===== src/rtl/assert_macros.svh =====
// Assertion macros used by the RTL of the log field splitter.
`ifndef ASSERT_MACROS_SVH
`define ASSERT_MACROS_SVH

// Concurrent assertion on the rising clock edge, disabled while reset is held.
`define ASSERT_CLK(label, prop, msg) \
  label: assert property (@(posedge clk) disable iff (!rst_n) prop) else $error(msg);

// Concurrent assertion on the rising clock edge that also holds during reset.
`define ASSERT_ALWAYS(label, prop, msg) \
  label: assert property (@(posedge clk) prop) else $error(msg);

`endif


===== src/rtl/wlfs_pkg.sv =====
// Types, codes and format scripts of the web log line field splitter.
`default_nettype none

package wlfs_pkg;

  localparam int STEP_W = 5;
  localparam int SKIP_W = 2;

  // Log formats selected by the configuration register.
  localparam logic [1:0] FMT_COMMON   = 2'd0;
  localparam logic [1:0] FMT_COMBINED = 2'd1;
  localparam logic [1:0] FMT_ERROR    = 2'd2;

  // Script step kinds.
  localparam logic [1:0] K_COLLECT = 2'd0;
  localparam logic [1:0] K_SKIP    = 2'd1;
  localparam logic [1:0] K_REST    = 2'd2;
  localparam logic [1:0] K_DONE    = 2'd3;

  // Delimiters.
  localparam logic [7:0] CH_SPACE  = 8'h20;
  localparam logic [7:0] CH_RBRACK = 8'h5D;
  localparam logic [7:0] CH_QUOTE  = 8'h22;
  localparam logic [7:0] CH_T      = 8'h74;

  // Field identifiers.
  localparam logic [3:0] FID_NONE    = 4'd0;
  localparam logic [3:0] FID_HOST    = 4'd1;
  localparam logic [3:0] FID_IDENT   = 4'd2;
  localparam logic [3:0] FID_USER    = 4'd3;
  localparam logic [3:0] FID_DATE    = 4'd4;
  localparam logic [3:0] FID_METHOD  = 4'd5;
  localparam logic [3:0] FID_PATH    = 4'd6;
  localparam logic [3:0] FID_VERSION = 4'd7;
  localparam logic [3:0] FID_STATUS  = 4'd8;
  localparam logic [3:0] FID_BYTES   = 4'd9;
  localparam logic [3:0] FID_REFERER = 4'd10;
  localparam logic [3:0] FID_AGENT   = 4'd11;
  localparam logic [3:0] FID_MODULE  = 4'd12;
  localparam logic [3:0] FID_PROCESS = 4'd13;
  localparam logic [3:0] FID_CLIENT  = 4'd14;
  localparam logic [3:0] FID_MESSAGE = 4'd15;

  typedef struct packed {
    logic       valid;
    logic [1:0] kind;
    logic [7:0] arg;
    logic [3:0] fid;
  } step_t;

  typedef struct packed {
    logic [STEP_W-1:0] step;
    logic [SKIP_W-1:0] skip;
    logic              err;
  } parse_state_t;

  typedef struct packed {
    logic [3:0] field_id;
    logic       in_field;
    logic       field_end;
    logic       parse_error;
    logic       line_done;
    logic       line_ok;
  } result_t;

  function automatic step_t mk_step(input logic [1:0] kind, input logic [7:0] arg,
                                    input logic [3:0] fid);
    step_t s;
    s.valid = 1'b1;
    s.kind  = kind;
    s.arg   = arg;
    s.fid   = fid;
    return s;
  endfunction

  // Script entry for a format and step; steps past the script read as invalid.
  function automatic step_t get_step(input logic [1:0] fmt, input logic [STEP_W-1:0] st);
    step_t s;
    s = '{valid: 1'b0, kind: K_DONE, arg: 8'h00, fid: FID_NONE};
    case (fmt)
      FMT_COMMON, FMT_COMBINED: begin
        case (st)
          5'd0:  s = mk_step(K_COLLECT, CH_SPACE, FID_HOST);
          5'd1:  s = mk_step(K_COLLECT, CH_SPACE, FID_IDENT);
          5'd2:  s = mk_step(K_COLLECT, CH_SPACE, FID_USER);
          5'd3:  s = mk_step(K_SKIP, 8'd1, FID_NONE);
          5'd4:  s = mk_step(K_COLLECT, CH_RBRACK, FID_DATE);
          5'd5:  s = mk_step(K_SKIP, 8'd2, FID_NONE);
          5'd6:  s = mk_step(K_COLLECT, CH_SPACE, FID_METHOD);
          5'd7:  s = mk_step(K_COLLECT, CH_SPACE, FID_PATH);
          5'd8:  s = mk_step(K_COLLECT, CH_QUOTE, FID_VERSION);
          5'd9:  s = mk_step(K_SKIP, 8'd1, FID_NONE);
          5'd10: s = mk_step(K_COLLECT, CH_SPACE, FID_STATUS);
          default: begin
            if (fmt == FMT_COMMON) begin
              if (st == 5'd11) s = mk_step(K_REST, 8'd0, FID_BYTES);
            end else begin
              case (st)
                5'd11: s = mk_step(K_COLLECT, CH_SPACE, FID_BYTES);
                5'd12: s = mk_step(K_SKIP, 8'd1, FID_NONE);
                5'd13: s = mk_step(K_COLLECT, CH_QUOTE, FID_REFERER);
                5'd14: s = mk_step(K_SKIP, 8'd2, FID_NONE);
                5'd15: s = mk_step(K_COLLECT, CH_QUOTE, FID_AGENT);
                5'd16: s = mk_step(K_DONE, 8'd0, FID_NONE);
                default: ;
              endcase
            end
          end
        endcase
      end
      FMT_ERROR: begin
        case (st)
          5'd0:  s = mk_step(K_SKIP, 8'd1, FID_NONE);
          5'd1:  s = mk_step(K_COLLECT, CH_RBRACK, FID_DATE);
          5'd2:  s = mk_step(K_SKIP, 8'd2, FID_NONE);
          5'd3:  s = mk_step(K_COLLECT, CH_RBRACK, FID_MODULE);
          5'd4:  s = mk_step(K_SKIP, 8'd2, FID_NONE);
          5'd5:  s = mk_step(K_COLLECT, CH_RBRACK, FID_PROCESS);
          5'd6:  s = mk_step(K_COLLECT, CH_T, FID_NONE);
          5'd7:  s = mk_step(K_SKIP, 8'd1, FID_NONE);
          5'd8:  s = mk_step(K_COLLECT, CH_RBRACK, FID_CLIENT);
          5'd9:  s = mk_step(K_SKIP, 8'd1, FID_NONE);
          5'd10: s = mk_step(K_REST, 8'd0, FID_MESSAGE);
          default: ;
        endcase
      end
      default: ;
    endcase
    return s;
  endfunction

endpackage

`default_nettype wire


===== src/rtl/wlfs_step.sv =====
// Per-character script step: result and next parser state for one character.
`default_nettype none

module wlfs_step (
  input  wire logic [1:0]           fmt,
  input  wire wlfs_pkg::parse_state_t state_cur,
  input  wire logic [7:0]           char_byte,
  input  wire logic                 last,
  output      wlfs_pkg::parse_state_t state_nxt,
  output      wlfs_pkg::result_t    res
);
  import wlfs_pkg::*;

  step_t                 cur_step;
  step_t                 new_step;
  logic                  err_in;
  logic                  accepting;
  logic                  perr;
  logic [STEP_W-1:0]     step_adv;
  logic [SKIP_W-1:0]     skip_adv;
  logic [3:0]            fid;
  logic                  inf;
  logic                  fend;

  always_comb begin
    cur_step = get_step(fmt, state_cur.step);
    err_in   = state_cur.err | ~cur_step.valid;
    step_adv = state_cur.step;
    skip_adv = state_cur.skip;
    fid      = FID_NONE;
    inf      = 1'b0;
    fend     = 1'b0;
    if (!err_in) begin
      case (cur_step.kind)
        K_SKIP: begin
          if (({1'b0, state_cur.skip} + 3'd1) >= cur_step.arg[2:0]) begin
            step_adv = state_cur.step + STEP_W'(1);
            skip_adv = '0;
          end else begin
            skip_adv = state_cur.skip + SKIP_W'(1);
          end
        end
        K_COLLECT: begin
          fid = cur_step.fid;
          if (char_byte == cur_step.arg) begin
            fend     = (cur_step.fid != FID_NONE);
            step_adv = state_cur.step + STEP_W'(1);
          end else begin
            inf = (cur_step.fid != FID_NONE);
          end
        end
        K_REST: begin
          fid = cur_step.fid;
          inf = 1'b1;
        end
        default: ;
      endcase
    end

    // The accepting check looks at the step the script stands on after this character.
    new_step  = get_step(fmt, step_adv);
    accepting = ~err_in & new_step.valid &
                ((new_step.kind == K_REST) | (new_step.kind == K_DONE));
    perr      = err_in | (last & ~accepting);

    res.field_id    = fid;
    res.in_field    = inf;
    res.field_end   = fend;
    res.parse_error = perr;
    res.line_done   = last;
    res.line_ok     = last & ~perr;

    if (last) begin
      state_nxt = '0;
    end else begin
      state_nxt.step = step_adv;
      state_nxt.skip = skip_adv;
      state_nxt.err  = perr;
    end
  end

endmodule

`default_nettype wire


===== src/rtl/web_log_line_field_splitter_core.sv =====
// Top level of the web log line field splitter.
// Usage:
//   The input channel carries one character of a log line per transaction,
//   with in_last marking the final character. Each input transaction yields
//   exactly one result transaction naming the field the character belongs to,
//   its content/end role, and the line status on the last character.
//   cfg_wr_en with cfg_wr_data selects the format (common, combined, error);
//   write it only while no line is in flight.
//   An accepted character's result is registered in the output or skid register.
//   Throughput is one character per cycle while in_stall is low: the script
//   step is a small table lookup and state update done in the accepting cycle.
//   The result side has an output register plus a one-entry skid register, so
//   in_stall is a register output and rises only once both hold a result.
//   When the receiver stalls, the output payload holds until taken.
//   Reset (synchronous, active low) selects the common format, restarts the
//   script at its first step, clears the error flag and empties both registers.
`default_nettype none

module web_log_line_field_splitter_core (
  input  wire logic       clk,
  input  wire logic       rst_n,
  input  wire logic       cfg_wr_en,
  input  wire logic [1:0] cfg_wr_data,
  input  wire logic       in_valid,
  output      logic       in_stall,
  input  wire logic [7:0] in_char_byte,
  input  wire logic       in_last,
  output      logic       out_valid,
  input  wire logic       out_stall,
  output      logic [3:0] out_field_id,
  output      logic       out_in_field,
  output      logic       out_field_end,
  output      logic       out_parse_error,
  output      logic       out_line_done,
  output      logic       out_line_ok
);
  import wlfs_pkg::*;
  `include "assert_macros.svh"

  logic [1:0]   fmt_r;
  parse_state_t state_r;
  parse_state_t state_nxt;
  result_t      step_res;
  result_t      out_res_r;
  result_t      skid_res_r;
  logic         out_v_r;
  logic         out_v_nxt;
  logic         skid_v_r;
  logic         skid_v_nxt;
  logic         in_acc;
  logic         out_take;

  assign in_acc   = in_valid & ~skid_v_r;
  assign out_take = out_v_r & ~out_stall;

  wlfs_step u_step (
    .fmt       (fmt_r),
    .state_cur (state_r),
    .char_byte (in_char_byte),
    .last      (in_last),
    .state_nxt (state_nxt),
    .res       (step_res)
  );

  always_comb begin
    out_v_nxt  = out_v_r;
    skid_v_nxt = skid_v_r;
    if (skid_v_r) begin
      if (out_take) skid_v_nxt = 1'b0;
    end else if (in_acc) begin
      if (out_v_r && !out_take) skid_v_nxt = 1'b1;
      else out_v_nxt = 1'b1;
    end else if (out_take) begin
      out_v_nxt = 1'b0;
    end
  end

  always_ff @(posedge clk) begin
    if (!rst_n) begin
      fmt_r    <= FMT_COMMON;
      state_r  <= '0;
      out_v_r  <= 1'b0;
      skid_v_r <= 1'b0;
    end else begin
      if (cfg_wr_en) fmt_r <= cfg_wr_data;
      if (in_acc) state_r <= state_nxt;
      out_v_r  <= out_v_nxt;
      skid_v_r <= skid_v_nxt;
    end
  end

  // Payload registers: a result goes to the skid register only when the
  // output register is occupied and not being taken this cycle.
  always_ff @(posedge clk) begin
    if (skid_v_r) begin
      if (out_take) out_res_r <= skid_res_r;
    end else if (in_acc) begin
      if (out_v_r && !out_take) skid_res_r <= step_res;
      else out_res_r <= step_res;
    end
  end

  assign in_stall        = skid_v_r;
  assign out_valid       = out_v_r;
  assign out_field_id    = out_res_r.field_id;
  assign out_in_field    = out_res_r.in_field;
  assign out_field_end   = out_res_r.field_end;
  assign out_parse_error = out_res_r.parse_error;
  assign out_line_done   = out_res_r.line_done;
  assign out_line_ok     = out_res_r.line_ok;

  `ASSERT_CLK(a_skid_needs_out, skid_v_r |-> out_v_r, "skid entry without output entry")
  `ASSERT_CLK(a_line_restart, (in_acc && in_last) |=> (state_r == '0), "script not restarted")
  `ASSERT_CLK(a_ok_excl_err, (out_v_r && out_line_ok) |-> (out_line_done && !out_parse_error), "line ok conflicts with status")
  `ASSERT_CLK(a_field_roles, out_v_r |-> !(out_in_field && out_field_end), "content and end both set")

endmodule

`default_nettype wire


===== config.mk =====
export PLATFORM = sky130hd
export DESIGN_NAME = web_log_line_field_splitter_core
export DESIGN_NICKNAME = d
export VERILOG_FILES = /design/src/rtl/wlfs_pkg.sv /design/src/rtl/wlfs_step.sv /design/src/rtl/web_log_line_field_splitter_core.sv
export VERILOG_INCLUDE_DIRS = /design/src /design/src/rtl
export SDC_FILE = /design/constraint.sdc
export NUM_CORES = 1
export LEC_CHECK = 0
export ABC_AREA = 1
export BUFFER_PORTS_ARGS = -buffer_cell sky130_fd_sc_hd__buf_2
export CELL_PAD_IN_SITES_DETAIL_PLACEMENT = 1
export CELL_PAD_IN_SITES_GLOBAL_PLACEMENT = 1
export CORE_AREA = 3 3 84 86
export CTS_CLUSTER_DIAMETER = 120
export CTS_CLUSTER_SIZE = 10
export DETAILED_ROUTE_END_ITERATION = 16
export DIE_AREA = 0 0 87 89
export PLACE_DENSITY = 0.89
export REMOVE_ABC_BUFFERS = 1
export SYNTH_ARGS = -nofsm -noshare
export SYNTH_HDL_FRONTEND = slang
export SYNTH_HIERARCHICAL = 1
export SYNTH_SLANG_ARGS = --single-unit
export TNS_END_PERCENT = 100

===== constraint.sdc =====
create_clock -name clk -period 4.8 [get_ports clk]
set_input_delay 0.96 -clock clk [delete_from_list [all_inputs] [get_ports clk]]
set_output_delay 0.96 -clock clk [all_outputs]
set_load 0.05 [all_outputs]

Word level (Yosys, flattened, before mapping)
Cells that the tools add are included.

word-level totals
  word-level logic and storage cells = 141
  output and inout bits = 11
  flip-flop bits (word level) = 30
  input bits = 16

cells by class
  $lt $le $gt $ge = 1
  add/sub/neg operators = 3
  reduce and logical (&&, ||, !) cells = 22
  eq/ne operators = 43
  bitwise logic cells = 15
  multiplexer cells = 39

operators with widths
  cell                                                                   number
  15-bit case mux with 10 select lines                                   2
  15-bit case mux with 8 select lines                                    2
  15-bit case mux with 6 select lines                                    2
  5-bit by 4-bit equality test with 1-bit output, second input constant  16
  15-bit 2-to-1 mux                                                      4
  15-bit case mux with 2 select lines                                    2
  5-bit by 3-bit equality test with 1-bit output, second input constant  8
  9-bit 2-to-1 mux                                                       4
  5-bit by 2-bit equality test with 1-bit output, second input constant  4
  5-bit 2-to-1 mux                                                       3
  1-bit 2-to-1 mux                                                       12
  3-bit AND reduction                                                    4
  2-bit OR reduction                                                     6
  5-bit by 1-bit equality test with 1-bit output, second input constant  2
  5-bit equality test, second input constant                             2
  5-bit logical NOT                                                      2
  5-bit case mux with 2 select lines                                     1
  2-bit equality test, second input constant                             4
  8-bit equality test                                                    1
  4-bit 2-to-1 mux                                                       2
  8-bit 2-to-1 mux                                                       1
  1-bit bitwise AND                                                      6
  2-bit 2-to-1 mux                                                       3
  2-bit != test, second input constant                                   3
  other kinds (15)                                                       27

Longest topological paths before layout
Gate-level depths: netlist of run 1.

  depth in word-level cells = 25
  gate-level depth with buffers = 32
  gate-level depth less buffers = 31

By module
Netlist of run 1, hierarchy kept.

modules (own cells, without submodules)
  module                            instances  area an instance (um^2)  sequential area each (um^2)  cells an instance
  wlfs_step                         1          1624.1                   0.0                          294
  web_log_line_field_splitter_core  1          1109.8                   780.7                        108

Worst setup path after synthesis of run 1
Ideal clock, no wire load.

  path kind = flip-flop to flip-flop
  start point = register state_r[3] in the netlist's numbering
  end point = register out_res_r (netlist bit out_parse_error), data pin
  cell stages (with the launch flop) = 31
  data required time = 4.547 ns
  library setup time = 0.253 ns
  data arrival time = 3.233 ns
  path slack = 1.314 ns
  period minus slack after synthesis = 3.486 ns
  buffers on the path = 1
  cell sequence = dfxtp_1 -> inv_1 -> ha_1 -> inv_1 -> nor2_2 -> nand2_1 -> nand2_1 -> nor2_2 -> nand3_2 -> nand2_1 -> nand3_2 -> nand2_2 -> inv_1 -> ha_1 -> nand3_1 -> nand3_1 -> o21ai_2 -> nand2_2 -> o21ai_2 -> inv_2 -> nand2_2 -> nand3_1 -> nor2_1 -> nor2_1 -> nor2_2 -> nand2_1 -> nand2_1 -> nand2_1 -> buf_4 -> nand2_1 -> nand2_1

between the ends
  longest elaborated chain between the ends = 23
  elaborated cells between the ends (all ways) = 75
  those cells by class = 1 x add/sub; 1 x order compare; 36 x eq/ne; 19 x mux; 9 x bitwise; 9 x reduce/logical

RTL lines
  item                                                        RTL line                                source
  from (decl)                                                 web_log_line_field_splitter_core.sv:41  parse_state_t state_r;
  from (signal assigned)                                      web_log_line_field_splitter_core.sv:86  if (in_acc) state_r <= state_nxt;
  5-bit equality test (tied with other cells)                 wlfs_pkg.sv:98                          case (st)
  15-bit case mux with 6 select lines                         wlfs_pkg.sv:98
  15-bit 2-to-1 mux                                           wlfs_pkg.sv:95                          if (fmt == FMT_COMMON) begin
  15-bit case mux with 10 select lines                        wlfs_pkg.sv:82                          case (st)
  15-bit case mux with 2 select lines                         wlfs_pkg.sv:80                          case (fmt)
  3-bit >= comparator or 8-bit equality test (tied branches)  wlfs_step.sv:36, wlfs_step.sv:45
  5-bit 2-to-1 mux, on equally long branches                  wlfs_step.sv:36, wlfs_step.sv:45
  5-bit case mux with 2 select lines                          wlfs_step.sv:34                         case (cur_step.kind)
  (+8 left out)                                               -
  1-bit bitwise AND                                           wlfs_step.sv:62                         accepting = ~err_in & new_step.valid &
  1-bit inverter                                              wlfs_step.sv:64                         perr = err_in | (last & ~accepting);
  1-bit bitwise AND                                           wlfs_step.sv:64
  1-bit bitwise OR (*)                                        wlfs_step.sv:64
  net u_step.perr                                             wlfs_step.sv:18                         logic perr;
  9-bit 2-to-1 mux (*)                                        web_log_line_field_splitter_core.sv:98  if (out_v_r && !out_take) skid_res_r <= step_res;
  9-bit 2-to-1 mux (*)                                        web_log_line_field_splitter_core.sv:97  end else if (in_acc) begin
  9-bit 2-to-1 mux (*)                                        web_log_line_field_splitter_core.sv:95  if (skid_v_r) begin
  to (signal assigned)                                        web_log_line_field_splitter_core.sv:96  if (out_take) out_res_r <= skid_res_r;
  to (signal assigned)                                        web_log_line_field_splitter_core.sv:99  else out_res_r <= step_res;
  to (decl)                                                   web_log_line_field_splitter_core.sv:44  result_t out_res_r;

The timed path passes the listed nets; every way through them passes the cells marked *. The select of a mux whose other input is x is not followed.
A chain may end at the register's enable or synchronous reset.

==> results of run 1 <==
[report_power, final]
group	leakage, nW	internal (mW)	switching, mW
sequential	0.268	0.298	0.0242
clock	0.0416	0.0991	0.0970
combinational	1.19	0.151	0.360
total	1.50	0.548	0.482
[cells by family (layout without fill, tap and decap cells)]
| logic type | Yosys count | in the layout | share of synthesized area |
|---|---|---|---|
| AO/OA/AOI/OAI | 50 | 50 | 0.112 |
| XOR/XNOR | 4 | 4 | 0.0128 |
| adder cells (fa/ha/maj) | 9 | 9 | 0.0412 |
| buffers and inverters | 63 | 88 | 0.101 |
| flip-flops | 30 | 30 | 0.286 |
| AND/OR/NAND/NOR | 246 | 246 | 0.448 |
[sequential cells by signal (all words and copies together), names as in the netlist]
register         count
out_line_ok          1
out_field_end        1
out_line_done        1
in_stall             1
out_in_field         1
state_r              8
out_field_id         4
out_valid            1
skid_res_r           9
out_parse_error      1
fmt_r                2
[metrics by stage]
stage	std cells	hold slack, ns
floorplan	393	0.455
global placement	496	0.467
detailed placement	496	0.493
CTS	504	0.510
global route	504	0.541
finish	504	0.507
[placed cells by master (no fill, tap or decap), drive strengths merged]
cell type	synthesis	routed
buf	8	26
a31oi	1	1
nand2	128	128
xor2	3	3
o211ai	5	5
inv	54	54
clkbuf	1	5
nand3	33	33
o21ai	25	25
ha	9	9
a211oi	1	1
xnor2	1	1
nor3	3	3
dfxtp	12	12
nand4	3	3
clkinvlp	0	1
edfxtp	18	18
clkinv	0	2
a21oi	16	16
nor2	75	75
nand3b	3	3
or2	1	1
o221ai	1	1
o22ai	1	1
[final timing paths]
path / startpoint / to / slack, ns / cells past startpoint
max: state_r[3] / out_parse_error / 0.74 / 30
min: state_r[0] / state_r[0] / 0.51 / 2
max reg2reg: state_r[3] / out_parse_error / 0.74 / 30
min reg2reg: state_r[0] / state_r[0] / 0.51 / 2
[area by class of cell]
cell class / count / area, um^2
Clock inverter: 3 / 16.3
Multi-Input combinational cell: 309 / 1680
Sequential cell: 30 / 781
Fill cell: 862 / 3370
Tap cell: 77 / 96.3
Timing Repair Buffer: 26 / 130
Inverter: 54 / 210
Clock buffer: 5 / 68.8
[worst reg2reg max path, delay by kind of cell (launching register included)]
| kind | cells | cell delay, ns |
|---|---|---|
| and+or+nand+nor | 22 | 2.25 |
| AOI/OAI and AO/OA | 2 | 0.37 |
| DFF | 1 | 0.41 |
| adders and majority gates | 2 | 0.50 |
| buffers and inverters | 4 | 0.30 |
[routing by layer]
layer	global-route usage	vias up	wire length, um
met1	0.277	1332	3680
met2	0.417	52	4250
met5	0	-	0
met4	0.0623	0	89
met3	0.0313	8	265
li1	-	1338	-
==> impl_metrics.yaml, run 1 <==
run_status:
  status: "completed"
sta:
  maxSlewHeadroom: 0.358
  fmax_mhz: 246
  clock_skew_ns: 0.0114
  rsz0062_at_grt: "false"
  min_period_over_period: 0.846
  finalSetupViolations: 0
  tightest_slew_ns: 0.962
  hold_viol_final: 0
  min_period_ns: 4.06
  slew_viol_final: 0
  setup_slack_ns: 0.737
  fin_tns_setup_ns: 0
cells_and_area:
  fin_area_um2: 2980
  drive_above_1_share: 0.230
  num-nets-final: 451
  area_delta_synth_final_pct: 9.02
  utilization: 0.469
  diodes: 0
power_and_ir_drop:
  powerDensity_nw_per_um2: 346
  leakagePower_nw: 1.50
  power.total_mw: 1.03
  ir_drop_mv: 0.167
place:
  place_hpwl_um: 6670
  dp_slack_ns: 0.794
  io_buffers: 26
  place_area_um2: 2900
  gp_congestion: 0.935
min_path:
  hold_path.class: "register to register"
cts:
  postCtsSetupRepairBufs: 0
  cts_resized: 0
  cts_hold_buffers: 0
  insertion_delay_ns: 0.28
  clock-root-buffer: "clkbuf_8"
  cts_tree: "done"
  numCtsBuffers: 5
  clkTransAtPathRegs_ns: 0.07
  cts_sinks: 30
  h-tree-depth: 2
  cts_buffer_depth: 2
yosys:
  yosysTopAreaCellShare: 0.198
  yosysMostFrequentCell: "nand2_1"
  netlist_top_cells_count: "nand2_1, nor2_1, inv_1, nand3_1, nand2_2"
  ys_ff_latch: 30
  yosysTopAreaCell: "edfxtp_1"
  ys_warn_count: 6
  yosysSeqAreaShare: 0.286
  synthCells: 402
  synth-edff-count: 18
  syn_area_um2: 2730
  yosysUniqueCellTypes: 33
  yosys_most_used_dff: "edfxtp_1"
  async_reset_ff_frac: 0
  syn_area_per_cell_um2: 6.80
  ys_top_cells_by_area: "edfxtp_1, nand2_1, dfxtp_1, nor2_1, inv_1"
critical_path:
  cpMostUsedCell: "nand2_1"
  path_max_fanout: 8
  arrival_ns: 4.10
  worst_setup_path_end_kind: "register"
  max_stage_delay_ns: 0.41
  slowest_stage: "dfxtp_1"
  crit_buf_inv: 4
  cp.required_ns: 4.84
  worstSetupPathType: "register to register"
  start_kind: "register"
  critPathTopFamily: "simple AND/OR/NAND/NOR gates"
floorplanning:
  num_rows: 29
  dieArea_um2: 7740
  fp.dieH_um: 89
  die_w_um: 87
  initial_core_util: 0.431
  ios: 27
  core_um2: 6350
grt:
  gr-total-overflow: 0
  antenna_found_initial: 0
  grt_usage: 0.227
  grt_first_pass_wirelength_um: 13800
  grt_pass1_vias: 2872
  grt_max_degree: 15
detailed_routing:
  dr.pass1.iters: 4
  vias_per_cell: 5.42
  antenna_left: 0
  vias: 2730
  drc_errors: 0
  wl_um: 8290
  drt-initial-drc-count: 134
  wl_per_cell_um: 16.4
job:
  cap_violations: 0
Note: power is estimated with default switching activity, not from simulation.
==> inputs of run 2 (changes only) <==
--- a/config.mk
+++ b/config.mk
@@ -10,12 +10,12 @@
 export BUFFER_PORTS_ARGS = -buffer_cell sky130_fd_sc_hd__buf_2
 export CELL_PAD_IN_SITES_DETAIL_PLACEMENT = 1
 export CELL_PAD_IN_SITES_GLOBAL_PLACEMENT = 1
-export CORE_AREA = 3 3 84 86
+export CORE_AREA = 3 3 88 90
 export CTS_CLUSTER_DIAMETER = 120
 export CTS_CLUSTER_SIZE = 10
 export DETAILED_ROUTE_END_ITERATION = 16
-export DIE_AREA = 0 0 87 89
-export PLACE_DENSITY = 0.89
+export DIE_AREA = 0 0 91 93
+export PLACE_DENSITY = 0.86
 export REMOVE_ABC_BUFFERS = 1
 export SYNTH_ARGS = -nofsm -noshare
 export SYNTH_HDL_FRONTEND = slang
==> constraint.sdc (replaced) <==
create_clock -name clk -period 3.4 [get_ports clk]
set_input_delay 0.68 -clock clk [delete_from_list [all_inputs] [get_ports clk]]
set_output_delay 0.68 -clock clk [all_outputs]
set_load 0.05 [all_outputs]
==> run 2 against run 1 <==
  * The run now ends with setup timing left
  * Combinational power grew 150%
  * Utilization increased by 7.9 points
  * Global-route usage up 4.8 points
  * Register-to-register slack lost 1.3 ns
  * Via count grew 30%
  * Clock skew up 0.0051 ns
  * Design area grew 31%
  * Clock-buffer cell count stayed put
  * Critical path type unchanged
  * Critical endpoint is now out_line_ok
==> impl_metrics.yaml, run 2 (synthesis gave the netlist of run 1 again) <==
critical_path:
  startpoint: "state_r[4]"
  crit_buf_inv: 8
  slowest_stage: "dfxtp_4"
  critPathTopFamily: "simple AND/OR/NAND/NOR gates"
  start_kind: "register"
  worst_setup_path_end_kind: "register"
  cp.required_ns: 3.45
  worstReg2RegStart: "state_r[4]"
  max_stage_delay_ns: 0.39
  arrival_ns: 3.98
  worstSetupPathType: "register to register"
  path_max_fanout: 8
detailed_routing:
  vias: 3539
  vias_per_cell: 5.97
  antenna_left: 0
  wl_per_cell_um: 23.7
  top_layer: "met4"
  drc_errors: 0
  wl_met3_um: 1140
  dr.pass1.iters: 5
  wl_um: 14100
  drt-initial-drc-count: 353
  wl_met1_um: 5030
  wl_met2_um: 6890
cts:
  numCtsBuffers: 5
  clkTransAtPathRegs_ns: 0.08
  insertion_delay_ns: 0.29
  cts_sinks: 30
  cts_tree: "done"
  h-tree-depth: 2
  clock-root-buffer: "clkbuf_8"
  cts_buffer_depth: 2
cells_and_area:
  final_common_cell: "nand2_1"
  largest_reg_flops: 9
  num-nets-final: 518
  fin_area_um2: 3910
  drive_above_1_share: 0.468
  area_delta_synth_final_pct: 43.1
  utilization: 0.548
  diodes: 0
  stdcell_count: 593
  max_flop_register: "skid_res_r"
  final_cell_mix: "nand2_1, buf_4, nor2_1, nand2_2, inv_1"
grt:
  grt_pass1_vias: 3652
  grt_max_degree: 15
  grt_first_pass_wirelength_um: 18500
  grt_usage: 0.275
  gr-total-overflow: 0
  antenna_found_initial: 0
floorplanning:
  dieArea_um2: 8460
  ios: 27
  fp.dieH_um: 93
  num_rows: 31
  initial_core_util: 0.383
  core_um2: 7140
  die_w_um: 91
sta:
  min_period_over_period: 1.16
  setup_slack_ns: -0.535
  worst_hold_slack_ns: 0.540
  tightest_slew_ns: 0.976
  rsz0062_at_grt: "true"
  fin_tns_setup_ns: -2.47
  clock_skew_ns: 0.0165
  min_period_ns: 3.94
  hold_viol_final: 0
  finalSetupViolations: 6
  fmax_mhz: 254
  slew_viol_final: 0
  maxSlewHeadroom: 0.350
power_and_ir_drop:
  ir_drop_mv: 0.201
  seq_power_share: 0.224
  switching_share: 0.497
  power_frac_comb: 0.632
  leakagePower_nw: 1.86
  switching_power_mw: 0.996
  powerDensity_nw_per_um2: 512
  p_int_mw: 1.01
  clock_power_share: 0.145
place:
  place_hpwl_um: 7260
  place_area_um2: 3300
  io_buffers: 26
  placed_cells: 567
  gp_congestion: 0.926
min_path:
  hold_path.class: "register to register"
  hold_path_startpoint: "skid_res_r[4]"
run_status:
  violations: "setup timing"
  status: "finished, violations left"
job:
  cap_violations: 0
-- run 2: layer usage --
| layer | vias to the layer above | track usage |
|---|---|---|
| met5 | - | 0 |
| met4 | 0 | 0.177 |
| met3 | 97 | 0.0475 |
| met2 | 269 | 0.519 |
| met1 | 1706 | 0.277 |
| li1 | 1467 | - |
-- run 2: worst reg2reg max path: cells and delay by family (launching register included) --
family                     cells  cell delay (ns)
DFF                            1             0.39
and+or+nand+nor               18             1.82
buffers and inverters          8             0.81
adders and majority gates      2             0.40
xor gates and xnor gates       1             0.29
-- run 2: worst paths after layout --
kind | endpoint | slack (ns) | depth (start not counted)
min | out_in_field | 0.54 | 2
max reg2reg | out_line_ok | -0.54 | 29
min reg2reg | out_in_field | 0.54 | 2
max | out_line_ok | -0.54 | 29
-- run 2: metrics by stage --
stage / worst slack [ns] / total power [mW]
global placement: -0.00977 / 1.25
CTS: 0.00204 / 1.69
global route: -0.712 / 2.07
floorplan: 0.0169 / 0.999
finish: -0.535 / 2.00
detailed placement: -0.333 / 1.30
-- run 2: area by class of cell --
cell class,instances,area (um^2)
Multi-Input combinational cell,309,2030
Inverter,54,220
Fill cell,922,3230
Clock buffer,5,68.8
Tap cell,99,124
Sequential cell,30,791
Clock inverter,3,16.3
Timing Repair Buffer,93,657
-- run 2: timing repair --
| action | 4_1_cts | 5_1_grt |
|---|---|---|
| setup endpoints to repair | 6 | 7 |
| pin swaps | 16 | 32 |
| buffers inserted | 8 | 10 |
| gates resized for setup | 52 | 52 |
| hold buffers | 0 | 0 |
-- run 2: power groups by stage --
stage	clock (mW)	combinational [mW]	sequential [mW]
2_1_floorplan	0	0.498	0.501
5_1_grt	0.310	1.31	0.452
3_5_place_dp	0	0.850	0.450
3_3_place_gp	0	0.804	0.448
4_1_cts	0.279	0.969	0.444
6_report	0.290	1.27	0.449
